$ cat src/rtl/smds_pkg.sv
`timescale 1ns / 1ps
// ----------------------------------------------------------------------------
// Sparse matrix store package
// Shared widths, codes and item types of the sparse matrix store.
// ----------------------------------------------------------------------------
package smds_pkg;

    // Default number of hash slots.
    localparam int unsigned DEF_CAPACITY = 256;

    localparam int unsigned COORD_W = 16;
    localparam int unsigned KEY_W   = 2 * COORD_W;
    localparam int unsigned DATA_W  = 32;
    localparam int unsigned COUNT_W = 9;

    // Action codes carried by an input item.
    localparam logic ACT_READ  = 1'b0;
    localparam logic ACT_WRITE = 1'b1;

    // One input item.
    typedef struct packed {
        logic                      action;
        logic signed [COORD_W-1:0] row;
        logic signed [COORD_W-1:0] col;
        logic signed [DATA_W-1:0]  value;
    } smds_in_t;

    // One result item.
    typedef struct packed {
        logic signed [DATA_W-1:0] read_value;
        logic                     found;
        logic [COUNT_W-1:0]       entry_count;
        logic                     dropped;
    } smds_out_t;

endpackage

$ cat src/rtl/smds_home.sv
`timescale 1ns / 1ps
// ----------------------------------------------------------------------------
// Home slot unit
// Reduces the 16-bit row/column hash modulo the slot count. A power-of-two
// slot count registers the low bits; any other count registers the quotient
// from the rounded-up reciprocal, then subtracts the product back.
// ----------------------------------------------------------------------------
module smds_home
    import smds_pkg::*;
#(
    parameter int unsigned CAPACITY = DEF_CAPACITY
) (
    input  logic                        aclk,
    input  logic                        aresetn,
    input  logic                        start,
    input  logic [COORD_W-1:0]          hash_in,
    output logic                        done,
    output logic [$clog2(CAPACITY)-1:0] home
);

    localparam int unsigned AW      = $clog2(CAPACITY);
    localparam bit          IS_POW2 = (CAPACITY & (CAPACITY - 1)) == 0;

    generate
        if (IS_POW2) begin : g_mask
            logic          done_reg;
            logic [AW-1:0] home_reg;

            // The remainder is simply the low bits of the hash.
            always_ff @(posedge aclk) begin
                if (!aresetn) begin
                    done_reg <= 1'b0;
                end else begin
                    done_reg <= start;
                end
                if (start) begin
                    home_reg <= hash_in[AW-1:0];
                end
            end

            assign done = done_reg;
            assign home = home_reg;
        end else begin : g_recip
            localparam int unsigned          SH      = COORD_W + AW;
            localparam logic [63:0]          RECIP64 =
                ((64'd1 << SH) + 64'(CAPACITY) - 64'd1) / 64'(CAPACITY);
            localparam logic [2*COORD_W:0]   RECIP   = RECIP64[2*COORD_W:0];
            localparam logic [COORD_W-1:0]   CAP_W   = COORD_W'(CAPACITY);

            logic                 stage_reg;
            logic                 done_reg;
            logic [COORD_W-1:0]   hash_reg;
            logic [COORD_W-1:0]   quot_reg;
            logic [AW-1:0]        home_reg;
            logic [2*COORD_W:0]   prod;
            logic [COORD_W-1:0]   back;

            // Quotient from the rounded-up reciprocal; exact for every 16-bit hash.
            assign prod = (2*COORD_W+1)'(hash_in) * RECIP;
            // The remainder always fits in the slot index width.
            assign back = hash_reg - quot_reg * CAP_W;

            always_ff @(posedge aclk) begin
                if (!aresetn) begin
                    stage_reg <= 1'b0;
                    done_reg  <= 1'b0;
                end else begin
                    stage_reg <= start;
                    done_reg  <= stage_reg;
                end
                if (start) begin
                    hash_reg <= hash_in;
                    quot_reg <= COORD_W'(prod >> SH);
                end
                if (stage_reg) begin
                    home_reg <= back[AW-1:0];
                end
            end

            assign done = done_reg;
            assign home = home_reg;
        end
    endgenerate

endmodule

$ cat config.mk
export PLATFORM = sky130hd
export DESIGN_NAME = smds_home
export DESIGN_NICKNAME = d
export VERILOG_FILES = /design/src/rtl/smds_pkg.sv /design/src/rtl/smds_home.sv
export SDC_FILE = /design/constraint.sdc
export NUM_CORES = 1
export LEC_CHECK = 0
export BUFFER_PORTS_ARGS = -buffer_cell sky130_fd_sc_hd__clkbuf_2
export CAP_MARGIN = 20
export CORE_AREA = 2 2 39 41
export DETAILED_ROUTE_END_ITERATION = 10
export DIE_AREA = 0 0 41 43
export HOLD_SLACK_MARGIN = 0.02
export PLACE_DENSITY_LB_ADDON = 0.1
export SYNTH_ARGS = -nofsm -noshare
export SYNTH_HDL_FRONTEND = slang
export SYNTH_SLANG_ARGS = --single-unit
$ cat constraint.sdc
create_clock -name aclk -period 0.8 [get_ports aclk]
set_clock_uncertainty 0.15 [all_clocks]
set_input_delay 0.12 -clock aclk [delete_from_list [all_inputs] [get_ports aclk]]
set_output_delay 0.12 -clock aclk [all_outputs]
set_load 0.1 [all_outputs]
==> flow_summary.json <==
{
  "die_w_um": 41,
  "hold_slack_ns": -0.110,
  "place_congestion": 0.586,
  "min_period_ns": 1.13,
  "cp-end-kind": "primary output",
  "insertedDiodeCount": 0,
  "fmax_mhz": 888,
  "min_path_type": "input port to register",
  "cts-buffers-inserted": 3,
  "tns_ns": -2.81,
  "drc_errors": 0,
  "final_nets": 53,
  "violations": "hold timing, setup timing",
  "rsz0062_at_grt": "true",
  "largest_register_ffs": 8,
  "crit_start": "home[7]",
  "multiInputGateArea_um2": 6.26,
  "cts_root_buf": "clkbuf_4",
  "syn_inst": 10,
  "worstSetupStartpointType": "register",
  "ir_drop_v": 0.000958,
  "drive_above_1_share_pct": 69.7,
  "dieArea_um2": 1760,
  "setup_viol": 9,
  "postCtsSetupBuffers": 0,
  "wl_per_cell_um": 10.4,
  "core_area_um2": 1380,
  "synth_nets": 29,
  "grt_max_degree": 10,
  "worstHoldStart": "hash_in[2]",
  "ant_nets": 0,
  "synth.most_common_cell": "edfxtp_1",
  "drtIter0Drc": 1,
  "critical_path.top_delay_family": "flip-flops",
  "start_util_pct": 19.3,
  "grt_overflow": 0,
  "grtUsageTotal_pct": 7.87,
  "h-tree-depth": 1,
  "slowest_stage": "edfxtp_1",
  "cp_cell_sequence": "buf_12",
  "maxCapViolations": 0,
  "grt_pass1_wl_um": 834,
  "worst-setup-path-type": "register to primary output",
  "synthTopCellsByArea": "edfxtp_1 (90%), dfxtp_1 (7.5%), and2_1 (2.3%)",
  "ys_types": 3,
  "ys_ff_latch": 9,
  "relSlewSlack_pct": 86.2,
  "area_growth_syn_to_layout_pct": 104,
  "drt_wl_total_um": 508,
  "finalHoldViolCount": 9,
  "yosys_warnings": 0,
  "synth-async-reset-ratio_pct": 0,
  "cpPeakStageDelay_ns": 0.41,
  "grt_pass1_vias": 189,
  "num-fill-cells": 128,
  "fin_crit_sh_pct": 141,
  "vias_per_cell": 3.55,
  "power.density_nw_per_um2": 2470,
  "drv_slew": 0,
  "cts_tree": "done",
  "max_slew.worst_pin.slew_ns": 0.207,
  "antenna_found_initial": 0,
  "p_leak_nw": 0.230,
  "io_pins": 28,
  "synth_edf_count": 8,
  "ys_seq_area_share_pct": 97.7,
  "syn_area_um2": 267,
  "status": "complete, but fails checks",
  "crit_fanout": 1,
  "path_clk_slew_ns": 0.06,
  "cts.sinks": 9,
  "final.setup.worst_slack_ns": -0.327,
  "rows": 14,
  "avgSynthCellArea_um2": 26.7,
  "dr.pass1.iters": 2,
  "yosysTopAreaCellShare_pct": 90.1,
  "regArea_um2": 262,
  "cp.required_ns": 0.53,
  "die_y_um": 43,
  "cp.buffers_inverters": 1,
  "cp.arrival_ns": 0.86,
  "port_buffers": 19,
  "clock_path_buffers": 2,
  "synth_top_flop_cell": "edfxtp_1",
  "synthTopCellsByCount": "edfxtp_1 (8), and2_1 (1), dfxtp_1 (1)",
  "vias": 174,
  "synth_top_area_cell": "edfxtp_1"
}
-- layout make-up --
cell class                 count  area share (%)
tap                           16            3.68
timing repair buffer          19            42.3
sequential                     9            48.0
clock buffer                   4            4.83
multi-input combinational      1            1.15
-- repair_timing --
| action | in CTS | in global routing |
|---|---|---|
| endpoints found under the hold margin | 9 | 9 |
| endpoints found under the setup margin | 9 | 9 |
| resized for setup | 0 | 0 |
| pin swaps | 0 | 0 |
-- worst paths after layout --
| path | cells past startpoint | slack [ns] | endpoint |
|---|---|---|---|
| max | 1 | -0.33 | home[7] |
| min | 1 | -0.11 | home[2] |
-- through the flow --
stage	worst slack (ns)	cell area [um2]	power, mW	util (%)	cells
5_1_grt	-0.362	544	1.39	39.3	49
3_3_place_gp	-0.0603	518	1.02	37.4	45
2_1_floorplan	-0.374	268	0.830	-	10
6_report	-0.327	544	1.35	39.3	49
3_5_place_dp	-0.0560	518	1.02	37.4	45
4_1_cts	-0.338	544	1.36	39.3	49
-- kinds of logic (layout without fill, tap and decap cells) --
group	after synthesis	in the layout	share of synthesized area (%)
flops	9	9	97.7
buf+inv	0	23	0
simple gates	1	1	2.35
-- routing by layer --
metal / track usage (%) / vias to the layer above / share of wire, % / wire length, um
met3: 6.28 / 0 / 20 / 100
met2: 7.81 / 20 / 37 / 187
met4: 8.00 / 0 / 0 / 0
met5: 0 / - / 0 / 0
met1: 9.52 / 69 / 43 / 220
li1: - / 85 / - / -
-- layout by cell type (no fill, tap or decap), drive strengths merged --
master | synthesis | routed
edfxtp | 8 | 8
buf | 0 | 9
clkbuf | 0 | 14
dfxtp | 1 | 1
and2 | 1 | 1
-- report_power, final --
group | internal (mW) | leakage [nW] | switching, mW
combinational | 0.147 | 0.128 | 0.281
sequential | 0.554 | 0.0869 | 0.0270
clock | 0.191 | 0.0150 | 0.147
total | 0.892 | 0.230 | 0.454
Note: power is estimated with default switching activity, not from simulation.
